--- src/sv/rc4sc_pkg.sv ---
// ----------------------------------------------------------------------------
// rc4sc_pkg
// Shared widths, register indexes and reset values of the RC4 stream cipher.
// ----------------------------------------------------------------------------
package rc4sc_pkg;

	localparam int DATA_W      = 8;
	localparam int TABLE_DEPTH = 256;
	localparam int ADDR_W      = $clog2(TABLE_DEPTH);
	localparam int KEY_REG_W   = 64;
	localparam int KEY_LEN_W   = 5;
	localparam int KEY_POS_W   = 4;
	localparam int CFG_IDX_W   = 2;

	// largest key the design supports, in bytes
	localparam int KEY_BYTES_MAX_DEF = 16;

	typedef enum logic [CFG_IDX_W-1:0] {
		CFG_KEY_LOW    = 2'd0,
		CFG_KEY_HIGH   = 2'd1,
		CFG_KEY_LENGTH = 2'd2
	} cfg_idx_t;

	// default key is the five bytes "CD&ML"
	localparam logic [KEY_REG_W-1:0] KEY_LOW_RST    = 64'h0000_004C_4D26_4443;
	localparam logic [KEY_REG_W-1:0] KEY_HIGH_RST   = '0;
	localparam logic [KEY_LEN_W-1:0] KEY_LENGTH_RST = 5'd5;

	typedef logic [DATA_W-1:0] byte_t;
	typedef logic [ADDR_W-1:0] addr_t;

endpackage

--- src/sv/rc4sc_ram.sv ---
// ----------------------------------------------------------------------------
// rc4sc_ram
// Generic single-port-write, single-port-read RAM with registered read data.
// ----------------------------------------------------------------------------
module rc4sc_ram #(
	parameter int WIDTH = 8,
	parameter int DEPTH = 256
) (
	input  logic                     clk,
	input  logic                     we,
	input  logic [$clog2(DEPTH)-1:0] waddr,
	input  logic [WIDTH-1:0]         wdata,
	input  logic                     re,
	input  logic [$clog2(DEPTH)-1:0] raddr,
	output logic [WIDTH-1:0]         rdata
);

	logic [WIDTH-1:0] mem_q [DEPTH];
	logic [WIDTH-1:0] rdata_q;

	always_ff @(posedge clk) begin
		if (we) begin
			mem_q[waddr] <= wdata;
		end
		// hold the last read word while no read is issued
		if (re) begin
			rdata_q <= mem_q[raddr];
		end
	end

	assign rdata = rdata_q;

endmodule

--- src/sv/rc4_stream_cipher.sv ---
// ----------------------------------------------------------------------------
// rc4_stream_cipher
// RC4 keystream engine with one persistent context and one table RAM.
// ----------------------------------------------------------------------------
//
//  Channel   Signals                                   Direction  Notes
//  --------  ----------------------------------------  ---------  ---------------------
//  in        in_valid/in_ready, operation, data_in,    sink       rekey or data byte
//            last_byte
//  out       out_valid/out_ready, data_out,            source     one per data byte
//            last_byte_out
//  cfg       cfg_we, cfg_index, cfg_wdata              sink       write only, no wait
//
// Once keyed, a data byte runs: read S[i], read S[j], write S[i] while reading the
// keystream entry, write S[j]. The single table RAM (one read, one write port)
// forces this order. Data before the first rekey goes through the pass state.
// A rekey first fills the identity permutation, then makes four RAM accesses
// per schedule step. Reset clears indices, the keyed flag and the handshake;
// the table is not cleared. A stalled output holds the engine in its last
// step; the next transaction is taken once idle.
//
module rc4_stream_cipher #(
	parameter int KEY_BYTES_MAX = rc4sc_pkg::KEY_BYTES_MAX_DEF
) (
	input  logic                                 clk,
	input  logic                                 arst_n,
	input  logic                                 in_valid,
	output logic                                 in_ready,
	input  logic                                 operation,
	input  logic [rc4sc_pkg::DATA_W-1:0]         data_in,
	input  logic                                 last_byte,
	output logic                                 out_valid,
	input  logic                                 out_ready,
	output logic [rc4sc_pkg::DATA_W-1:0]         data_out,
	output logic                                 last_byte_out,
	input  logic                                 cfg_we,
	input  logic [rc4sc_pkg::CFG_IDX_W-1:0]      cfg_index,
	input  logic [rc4sc_pkg::KEY_REG_W-1:0]      cfg_wdata
);
	import rc4sc_pkg::*;

	typedef enum logic [9:0] {
		ST_IDLE   = 10'b00_0000_0001,
		ST_FILL   = 10'b00_0000_0010,
		ST_K_RD_I = 10'b00_0000_0100,
		ST_K_RD_J = 10'b00_0000_1000,
		ST_K_WR_I = 10'b00_0001_0000,
		ST_K_WR_J = 10'b00_0010_0000,
		ST_D_RD_J = 10'b00_0100_0000,
		ST_D_WR_I = 10'b00_1000_0000,
		ST_D_WR_J = 10'b01_0000_0000,
		ST_PASS   = 10'b10_0000_0000
	} state_t;

	// where the keystream byte comes from once the swap has landed
	typedef enum logic [1:0] {
		KS_MEM = 2'd0,
		KS_SI  = 2'd1,
		KS_SJ  = 2'd2
	} ks_src_t;

	localparam logic [KEY_LEN_W-1:0] LEN_MAX = KEY_LEN_W'(KEY_BYTES_MAX);
	localparam addr_t                LAST_N  = addr_t'(TABLE_DEPTH - 1);

	state_t state_q, state_d;

	// configuration registers
	logic [KEY_REG_W-1:0] key_low_q, key_high_q;
	logic [KEY_LEN_W-1:0] key_length_q;

	// cipher context
	addr_t  i_q, j_q;
	logic   keyed_q;

	// working registers
	addr_t                n_q;
	addr_t                ip_q, jp_q;
	byte_t                si_q, sj_q;
	logic [KEY_POS_W-1:0] kpos_q;
	logic [KEY_LEN_W-1:0] eff_len_q;
	ks_src_t              ks_src_q;
	byte_t                data_q;
	logic                 last_q;

	// output register
	logic  out_valid_q;
	byte_t out_data_q;
	logic  out_last_q;

	// RAM ports
	logic  ram_we, ram_re;
	addr_t ram_waddr, ram_raddr;
	byte_t ram_wdata, ram_rdata;

	logic                   in_fire, out_free, out_load;
	byte_t                  out_data_d;
	byte_t                  key_byte;
	logic [2*KEY_REG_W-1:0] key_all;
	logic [KEY_LEN_W-1:0]   kpos_inc;
	logic [KEY_LEN_W-1:0]   eff_len_d;
	addr_t                  i_next, j_data, j_key, ks_addr;
	byte_t                  keystream;

	rc4sc_ram #(
		.WIDTH (DATA_W),
		.DEPTH (TABLE_DEPTH)
	) u_table (
		.clk   (clk),
		.we    (ram_we),
		.waddr (ram_waddr),
		.wdata (ram_wdata),
		.re    (ram_re),
		.raddr (ram_raddr),
		.rdata (ram_rdata)
	);

	assign in_ready = (state_q == ST_IDLE);
	assign in_fire  = in_valid && in_ready;
	assign out_free = !out_valid_q || out_ready;

	// key byte selection; byte 0 sits in the low bits of key_low
	assign key_all  = {key_high_q, key_low_q};
	assign key_byte = key_all[kpos_q*DATA_W +: DATA_W];
	assign kpos_inc = KEY_LEN_W'(kpos_q) + KEY_LEN_W'(1);

	// clamp the key length to 1..KEY_BYTES_MAX when a rekey starts
	always_comb begin
		eff_len_d = key_length_q;
		if (key_length_q == '0) begin
			eff_len_d = KEY_LEN_W'(1);
		end else if (key_length_q > LEN_MAX) begin
			eff_len_d = LEN_MAX;
		end
	end

	assign i_next  = i_q + addr_t'(1);
	assign j_data  = j_q + ram_rdata;
	assign j_key   = j_q + ram_rdata + key_byte;
	assign ks_addr = si_q + ram_rdata;

	// forward the swapped values when the keystream entry is i or j itself
	always_comb begin
		case (ks_src_q)
			KS_SI:   keystream = si_q;
			KS_SJ:   keystream = sj_q;
			default: keystream = ram_rdata;
		endcase
	end

	// sequencer and RAM port control
	always_comb begin
		state_d    = state_q;
		ram_we     = 1'b0;
		ram_waddr  = n_q;
		ram_wdata  = ram_rdata;
		ram_re     = 1'b0;
		ram_raddr  = n_q;
		out_load   = 1'b0;
		out_data_d = data_q;
		case (state_q)
			ST_IDLE: begin
				if (in_fire) begin
					if (operation) begin
						state_d = ST_FILL;
					end else if (keyed_q) begin
						ram_re    = 1'b1;
						ram_raddr = i_next;
						state_d   = ST_D_RD_J;
					end else begin
						state_d = ST_PASS;
					end
				end
			end
			ST_FILL: begin
				ram_we    = 1'b1;
				ram_waddr = n_q;
				ram_wdata = n_q;
				if (n_q == LAST_N) begin
					state_d = ST_K_RD_I;
				end
			end
			ST_K_RD_I: begin
				ram_re    = 1'b1;
				ram_raddr = n_q;
				state_d   = ST_K_RD_J;
			end
			ST_K_RD_J: begin
				ram_re    = 1'b1;
				ram_raddr = j_key;
				state_d   = ST_K_WR_I;
			end
			ST_K_WR_I: begin
				ram_we    = 1'b1;
				ram_waddr = n_q;
				ram_wdata = ram_rdata;
				state_d   = ST_K_WR_J;
			end
			ST_K_WR_J: begin
				ram_we    = 1'b1;
				ram_waddr = j_q;
				ram_wdata = si_q;
				state_d   = (n_q == LAST_N) ? ST_IDLE : ST_K_RD_I;
			end
			ST_D_RD_J: begin
				ram_re    = 1'b1;
				ram_raddr = j_data;
				state_d   = ST_D_WR_I;
			end
			ST_D_WR_I: begin
				ram_we    = 1'b1;
				ram_waddr = ip_q;
				ram_wdata = ram_rdata;
				ram_re    = 1'b1;
				ram_raddr = ks_addr;
				state_d   = ST_D_WR_J;
			end
			ST_D_WR_J: begin
				// repeat the write while the output stalls; it is idempotent
				ram_we     = 1'b1;
				ram_waddr  = jp_q;
				ram_wdata  = si_q;
				out_data_d = data_q ^ keystream;
				if (out_free) begin
					out_load = 1'b1;
					state_d  = ST_IDLE;
				end
			end
			ST_PASS: begin
				if (out_free) begin
					out_load = 1'b1;
					state_d  = ST_IDLE;
				end
			end
			default: begin
				state_d = ST_IDLE;
			end
		endcase
	end

	// control state
	always_ff @(posedge clk or negedge arst_n) begin
		if (!arst_n) begin
			state_q      <= ST_IDLE;
			key_low_q    <= KEY_LOW_RST;
			key_high_q   <= KEY_HIGH_RST;
			key_length_q <= KEY_LENGTH_RST;
			i_q          <= '0;
			j_q          <= '0;
			keyed_q      <= 1'b0;
			out_valid_q  <= 1'b0;
		end else begin
			state_q <= state_d;

			if (cfg_we) begin
				case (cfg_idx_t'(cfg_index))
					CFG_KEY_LOW:    key_low_q    <= cfg_wdata;
					CFG_KEY_HIGH:   key_high_q   <= cfg_wdata;
					CFG_KEY_LENGTH: key_length_q <= cfg_wdata[KEY_LEN_W-1:0];
					default:        ;
				endcase
			end

			case (state_q)
				ST_FILL: begin
					j_q <= '0;
				end
				ST_K_RD_J: begin
					j_q <= j_key;
				end
				ST_K_WR_J: begin
					if (n_q == LAST_N) begin
						i_q     <= '0;
						j_q     <= '0;
						keyed_q <= 1'b1;
					end
				end
				ST_D_WR_J: begin
					if (out_free) begin
						i_q <= ip_q;
						j_q <= jp_q;
					end
				end
				default: ;
			endcase

			if (out_load) begin
				out_valid_q <= 1'b1;
			end else if (out_ready) begin
				out_valid_q <= 1'b0;
			end
		end
	end

	// working and payload registers
	always_ff @(posedge clk) begin
		if (in_fire) begin
			data_q    <= data_in;
			last_q    <= last_byte;
			eff_len_q <= eff_len_d;
			n_q       <= '0;
			ip_q      <= i_next;
		end

		case (state_q)
			ST_FILL: begin
				n_q    <= n_q + addr_t'(1);
				kpos_q <= '0;
			end
			ST_K_RD_J: begin
				si_q <= ram_rdata;
			end
			ST_K_WR_J: begin
				n_q    <= n_q + addr_t'(1);
				kpos_q <= (kpos_inc >= eff_len_q) ? '0 : kpos_inc[KEY_POS_W-1:0];
			end
			ST_D_RD_J: begin
				si_q <= ram_rdata;
				jp_q <= j_data;
			end
			ST_D_WR_I: begin
				sj_q <= ram_rdata;
				if (ks_addr == jp_q) begin
					ks_src_q <= KS_SI;
				end else if (ks_addr == ip_q) begin
					ks_src_q <= KS_SJ;
				end else begin
					ks_src_q <= KS_MEM;
				end
			end
			default: ;
		endcase

		if (out_load) begin
			out_data_q <= out_data_d;
			out_last_q <= last_q;
		end
	end

	assign out_valid     = out_valid_q;
	assign data_out      = out_data_q;
	assign last_byte_out = out_last_q;

endmodule

--- config.mk ---
export PLATFORM = sky130hd
export DESIGN_NAME = rc4_stream_cipher
export DESIGN_NICKNAME = d
export VERILOG_FILES = /design/src/sv/rc4sc_pkg.sv /design/src/sv/rc4sc_ram.sv /design/src/sv/rc4_stream_cipher.sv
export SDC_FILE = /design/constraint.sdc
export NUM_CORES = 2
export LEC_CHECK = 0
export BUFFER_PORTS_ARGS = -buffer_cell sky130_fd_sc_hd__buf_2
export CORE_ASPECT_RATIO = 0.75
export CORE_UTILIZATION = 57
export CTS_CLUSTER_SIZE = 10
export DETAILED_ROUTE_END_ITERATION = 6
export GPL_TIMING_DRIVEN = 0
export PLACE_DENSITY = 0.78
export SKIP_CTS_REPAIR_TIMING = 1
export SLEW_MARGIN = 20
export SYNTH_ARGS = -nofsm -noshare
export SYNTH_HDL_FRONTEND = slang
export SYNTH_HIERARCHICAL = 1
export SYNTH_SLANG_ARGS = --single-unit
--- constraint.sdc ---
create_clock -name clk -period 5.1 [get_ports clk]
set_input_delay 0.255 -clock clk [delete_from_list [all_inputs] [get_ports clk]]
set_output_delay 0.255 -clock clk [all_outputs]
set_load 0.1 [all_outputs]
* Yosys cells after proc, flatten, opt, wreduce, memory -nomap -nowiden *
Memories as Yosys holds them, arrays and structs flattened. A register that Yosys moved wholly into a read port is not among the register bits.
Index checks and enable logic that the tools add are counted.

operators by class
  order comparisons = 2
  shift operators = 1
  equality and inequality tests = 22
  mux-type cells = 37
  $add $sub $neg = 6
  reductions and logical operators = 24
  bitwise operators = 1

operator list
  cell                    count
  $shiftx A128 B8 Y8      1
  $pmux W10 S9            1
  $mux W8                 9
  $pmux W8 S4             2
  $mux W10                5
  $pmux W8 S2             3
  $add A8 B8 Y8           3
  $pmux W8 S3             1
  $add A8 B1 Y8 const B   2
  $eq A8 B8 Y1            2
  $eq A10 B1 Y1 const B   1
  $eq A10 B10 Y1 const B  1
  $eq A10 B2 Y1 const B   1
  $eq A10 B3 Y1 const B   1
  $eq A10 B4 Y1 const B   1
  $eq A10 B5 Y1 const B   1
  $eq A10 B6 Y1 const B   1
  $eq A10 B7 Y1 const B   1
  $eq A10 B8 Y1 const B   1
  $eq A10 B9 Y1 const B   1
  $mux W1                 10
  $reduce_or A2 Y1        5
  $reduce_and A3 Y1       3
  $eq A8 B8 Y1 const B    1
  24 further kinds        35

storage, ports and cells
  register bits after elaboration = 230
  bits in writable memories = 2048
  memories = 1
  word-level logic and storage cells = 115

memories
  name           words  width  read ports  clocked after memory_dff  wr ports  line             RTL
  u_table.mem_q  256    8      1           1                         1         rc4sc_ram.sv:18  logic [WIDTH-1:0] mem_q [DEPTH];

* Longest topological paths before layout *
  depth in word-level cells = 5
  mapped depth = 24

* Hierarchy *
Netlist, hierarchy kept.

by module, submodules not included
  module             cells an instance  times used  area an instance (um^2)
  rc4sc_ram          3733               1           79636.4
  rc4_stream_cipher  1007               1           12124.1

* Worst setup path after synthesis *
Ideal clock, no wire load.

  path kind = reg-to-reg
  start point = register state_q[7]
  end point = memory u_table.mem_q[0][0] (data pin)
  period minus slack after synthesis = 5.611 ns
  path slack = -0.511 ns
  cell stages (with the launch flop) = 8
  arrival = 4.790 ns
  cells stage by stage = dfrtp_1 nor4_2 and4b_1 buf_2 nand2b_1 buf_2 a22oi_1 nand2_1

on the way
  longest elaborated chain between the ends = 3
  elaborated cells between the ends (all ways) = 5
  classes of those cells = eq/ne (3); mux (1); reduce/logical (1)

RTL lines
  what                                            line                      RTL
  from (decl)                                     rc4_stream_cipher.sv:65   state_t state_q, state_d;
  from (signal assigned)                          rc4_stream_cipher.sv:252  state_q <= state_d;
  $eq A10 B6 Y1 or $eq A10 B9 Y1 (tied branches)  rc4_stream_cipher.sv:160  case (state_q)
  $reduce_or A2 Y1 (no source line)               -
  $pmux W8 S2 *                                   rc4_stream_cipher.sv:160
  net ram_wdata[0]                                rc4_stream_cipher.sv:93   byte_t ram_wdata, ram_rdata;
  to (decl)                                       rc4sc_ram.sv:18

Mark *: on every way through the listed nets, which the timed path passes. The rest lies on a longest branch.

* Worst setup path in the final report *
  start point = register kpos_q[0]
  end point = register u_table.rdata_q[5], in the netlist u_table/rdata[5] (read register of u_table.mem_q) (data pin)

on the way
  longest elaborated chain between the ends = 3

RTL lines
  what                    line                      RTL
  from (decl)             rc4_stream_cipher.sv:79   logic [KEY_POS_W-1:0] kpos_q;
  from (signal assigned)  rc4_stream_cipher.sv:314  kpos_q <= (kpos_inc >= eff_len_q) ? '0 : kpos_inc[KEY_POS_W-1:0];
  $shiftx A128 B8 Y8      rc4_stream_cipher.sv:123  assign key_byte = key_all[kpos_q*DATA_W +: DATA_W];
  $add A8 B8 Y8           rc4_stream_cipher.sv:138  assign j_key = j_q + ram_rdata + key_byte;
  $pmux W8 S4             rc4_stream_cipher.sv:160
  net ram_raddr[1]        rc4_stream_cipher.sv:92   addr_t ram_waddr, ram_raddr;
  to (decl)               rc4sc_ram.sv:19           logic [WIDTH-1:0] rdata_q;

The timed path passes the listed nets, and every way through them passes these cells.
A chain may end at the register's enable or synchronous reset.

==> key figures <==
Yosys
  – Count leader, synth: edfxtp_1
  – #FFs+latches synth: 2286
  – Synth top area share: 0.695
  – Seq/Total Area, Yosys: 0.740
  – Syn_area_per_cell: 19.4 µm²
  – Post-synth ARST share: 0.0704
  – Commonest cells post-synth: 2125 x edfxtp_1, 471 x mux4_2, 329 x nor2_1
  – Main area contributors after synthesis: edfxtp_1 70%, mux4_2 12%, dfrtp_1 3.9%
  – Dominant cell type by area after synthesis: edfxtp_1
  – Post-Syn Nets: about 4900
  – Synth unique cells: between 80 and 90
  – Synthesized cell area: between 90000 and 100000 µm²
  – Number of flops mapped to enable cells by yosys: between 2000 and 2500
  – Primary FF master, synth: edfxtp_1
  – Yosys warnings: 6
  – Mapped Cells: approximately 4700

STA
  – Worst slew pin tran: around 1.5 ns
  – Slew headroom: 0.0182
  – Final worst path period need: around 6 ns
  – Final worst slack: -0.886 ns
  – FMAX: between 150 and 200 MHz
  – Clk_skew: approximately 0.051 ns
  – Smallest hold slack: ~0.00035 ns
  – Final worst path period share: 1.17
  – Setup violators final: around 1800
  – RSZ-0062 raised after global routing: yes
  – Endpoints failing hold: 0
  – Slew Viols, Final: 0

Critical path
  – Worst r2r path cells: 20
  – Crit Path Class: register to register
  – Crit path DAT: roughly 6.6 ns
  – Critical R2R Launch: kpos_q[0]
  – Crit path max fanout: 10
  – Critical Path End: u_table/rdata[5]
  – CP peak stage delay: between 0.5 and 0.6 ns
  – Critical-path cell list: buf_12 -> buf_12 -> mux2i_2 -> a221oi_2 -> o21ai_1 -> nand2_2 -> ha_4 -> inv_2 -> fa_2 -> nor2_4 -> a221o_1 -> a221o_4 -> buf_12 -> buf_12 -> buf_6 -> mux4_2 -> a221oi_4 -> o221ai_1 -> a211oi_4 -> nor4_4
  – Stages on the worst setup path: 20
  – Slowest-stage cell, CP: fa_2
  – Worst reg2reg setup slack: -0.89 ns
  – CP most frequent cell: buf_12
  – Worst setup path start: kpos_q[0]
  – Crit. End Element: register
  – RR Endpoint: u_table/rdata[5]
  – Top delay family on crit path: compound AO/OA/AOI/OAI gates
  – Type of origin of the critical path: register
  – Crit path buf inv count: 6
  – Worst path required time: 5.71 ns

GRT
  – Number of global-route vias before repair: ~52000
  – Total Routing Usage GR: 0.350
  – Largest net degree at the start of global routing: between 100 and 150
  – Overflow after GRT: 0
  – First-pass GRT wire length: slightly below 400000 µm
  – Initial antenna violation count: 12

CTS
  – Worst-Skew Late Latency: roughly 0.9 ns
  – TritonCTS clock tree: built
  – CTS sink cnt: 2286
  – CTS Buffer Depth: 4
  – Clock transition at path regs: 0.06 ns
  – H-tree depth: 5
  – Num CTS Buffers: around 280
  – Root Driver: clkbuf_16

Detailed routing
  – Post-route ant nets: 0
  – DRT iter0 DRCs: roughly 10000
  – Total number of vias: 55700
  – Total wire length: about 300000 µm
  – DR WL/cell: ~40 µm
  – Via density per instance: between 7 and 8
  – DRC violations left: about 340
  – First drt pass iteration count: 7

Placement
  – Post-DP HPWL: approximately 190000 µm
  – Setup WS pre-CTS: -3.53 ns
  – Routability cong.: 1.01
  – IO Port Bufs: 91
  – Placed Area: ~96000 µm²

Flow run
  – # Max-Cap Violations: 0

Floorplanning
  – Die W: roughly 470 µm
  – Die ar.: 163000 µm²
  – IO Pins: between 90 and 100
  – Die H: around 350 µm
  – Starting Density: 0.574
  – Core box area: 160000 µm²
  – Rows: ~130

Power
  – Pwr/cell area: between 600 and 700 nW/µm²
  – Worst vdd ir: 0.472 mV
  – LEAKAGE: 34.7 nW

Final layout
  – Layout cell share with drive strength beyond 1: 0.329
  – Final-stage net count: 5419
  – Fin area: around 110000 µm²
  – Final core occ: 0.677
  – Area grow syn2layout: 17.9%

Status
  – Failing checks: design-rule violations, negative setup slack
  – Status: complete, but fails checks

Hold path
  – Hold Path Class: primary input to async pin
-- how the worst min path moves through the flow --
stage	to	slack, ns	cells after the start
2_1_floorplan	i_q[0]	-0.04	0
3_3_place_gp	last_byte_out	0.40	0
3_5_place_dp	key_high_q[3]	0.24	1
4_1_cts	key_high_q[41]	-0.72	1
5_1_grt	key_low_q[30]	0.004	2
6_report	key_low_q[30]	0.0003	2
-- cells by family after synthesis --
family / share of synthesized area
XOR/XNOR: 0.00589
AND/OR/NAND/NOR: 0.0360
adder cells (fa/ha/maj): 0.00515
AO/OA/AOI/OAI: 0.0425
flip-flops: 0.740
multiplexers: 0.152
buffers and inverters: 0.0192
-- layout by cell type, fill, tap and decap left out, types with 28 or more instances in the layout --
cell / n
nand3_1: 62
buf_12: 29
buf_16: 29
xnor2_1: 37
edfxtp_1: 2125
o21ai_0: 38
buf_6: 48
mux2_2: 141
ha_1: 29
nor2_4: 53
nand2_1: 106
buf_2: 124
a22oi_1: 145
clkbuf_16: 297
mux2i_1: 158
a21oi_2: 28
mux4_2: 472
a21oi_1: 78
dfrtp_1: 143
nor2_1: 175
clkbuf_1: 83
nor2b_1: 32
nor2_2: 101
buf_4: 118
dlygate4sd3_1: 78
clkbuf_4: 35
-- final cells by class --
class / count / area, µm²
diodes: 14 / 35.0
plain buffers: 276 / 2420
clock buffers: 322 / 7360
clock inverters: 8 / 124
fillers: 9522 / 51700
inverters: 28 / 109
multi-input cells: 2143 / 24700
flip-flops and latches: 2286 / 67900
well taps: 2128 / 2660
repair buffers: 288 / 2840
-- power by group --
group	switching, W	internal, W	leakage, nW
clock	0.00713	0.0101	3.66
sequential	0.000329	0.0224	21.0
combinational	0.0191	0.0101	9.99
-- sequential cells by signal, indices dropped and copies added (netlist names) --
signal / flops
last_q: 1
last_byte_out: 1
u_table/rdata: 8
key_high_q: 64
n_q: 8
ks_src_q: 2
sj_q: 8
keyed_q: 1
kpos_q: 4
data_q: 8
jp_q: 8
data_out: 8
eff_len_q: 5
state_q: 10
i_q: 8
key_low_q: 64
si_q: 8
out_valid: 1
ip_q: 8
u_table/mem_q: 2048
key_length_q: 5
j_q: 8
-- metal layers --
metal,global-route usage,vias up,part of all wire
met5,0.0160,-,0.0027
met4,0.160,24,0.056
met3,0.186,1113,0.20
met2,0.468,5964,0.42
met1,0.472,28100,0.33
li1,-,20500,-
-- stage by stage --
| stage | total power [W] | instances | setup TNS (ns) |
|---|---|---|---|
| 3_5_place_dp | 0.0462 | 6988 | -734.47 |
| 3_3_place_gp | 0.0458 | 6959 | -3756.23 |
| 5_1_grt | 0.0696 | 7482 | -445.42 |
| 2_1_floorplan | 0.0363 | 4740 | 0 |
| 4_1_cts | 0.0633 | 7318 | -813.24 |
| 6_report | 0.0692 | 7493 | -497.01 |
Power figures use the tool's default switching activity.
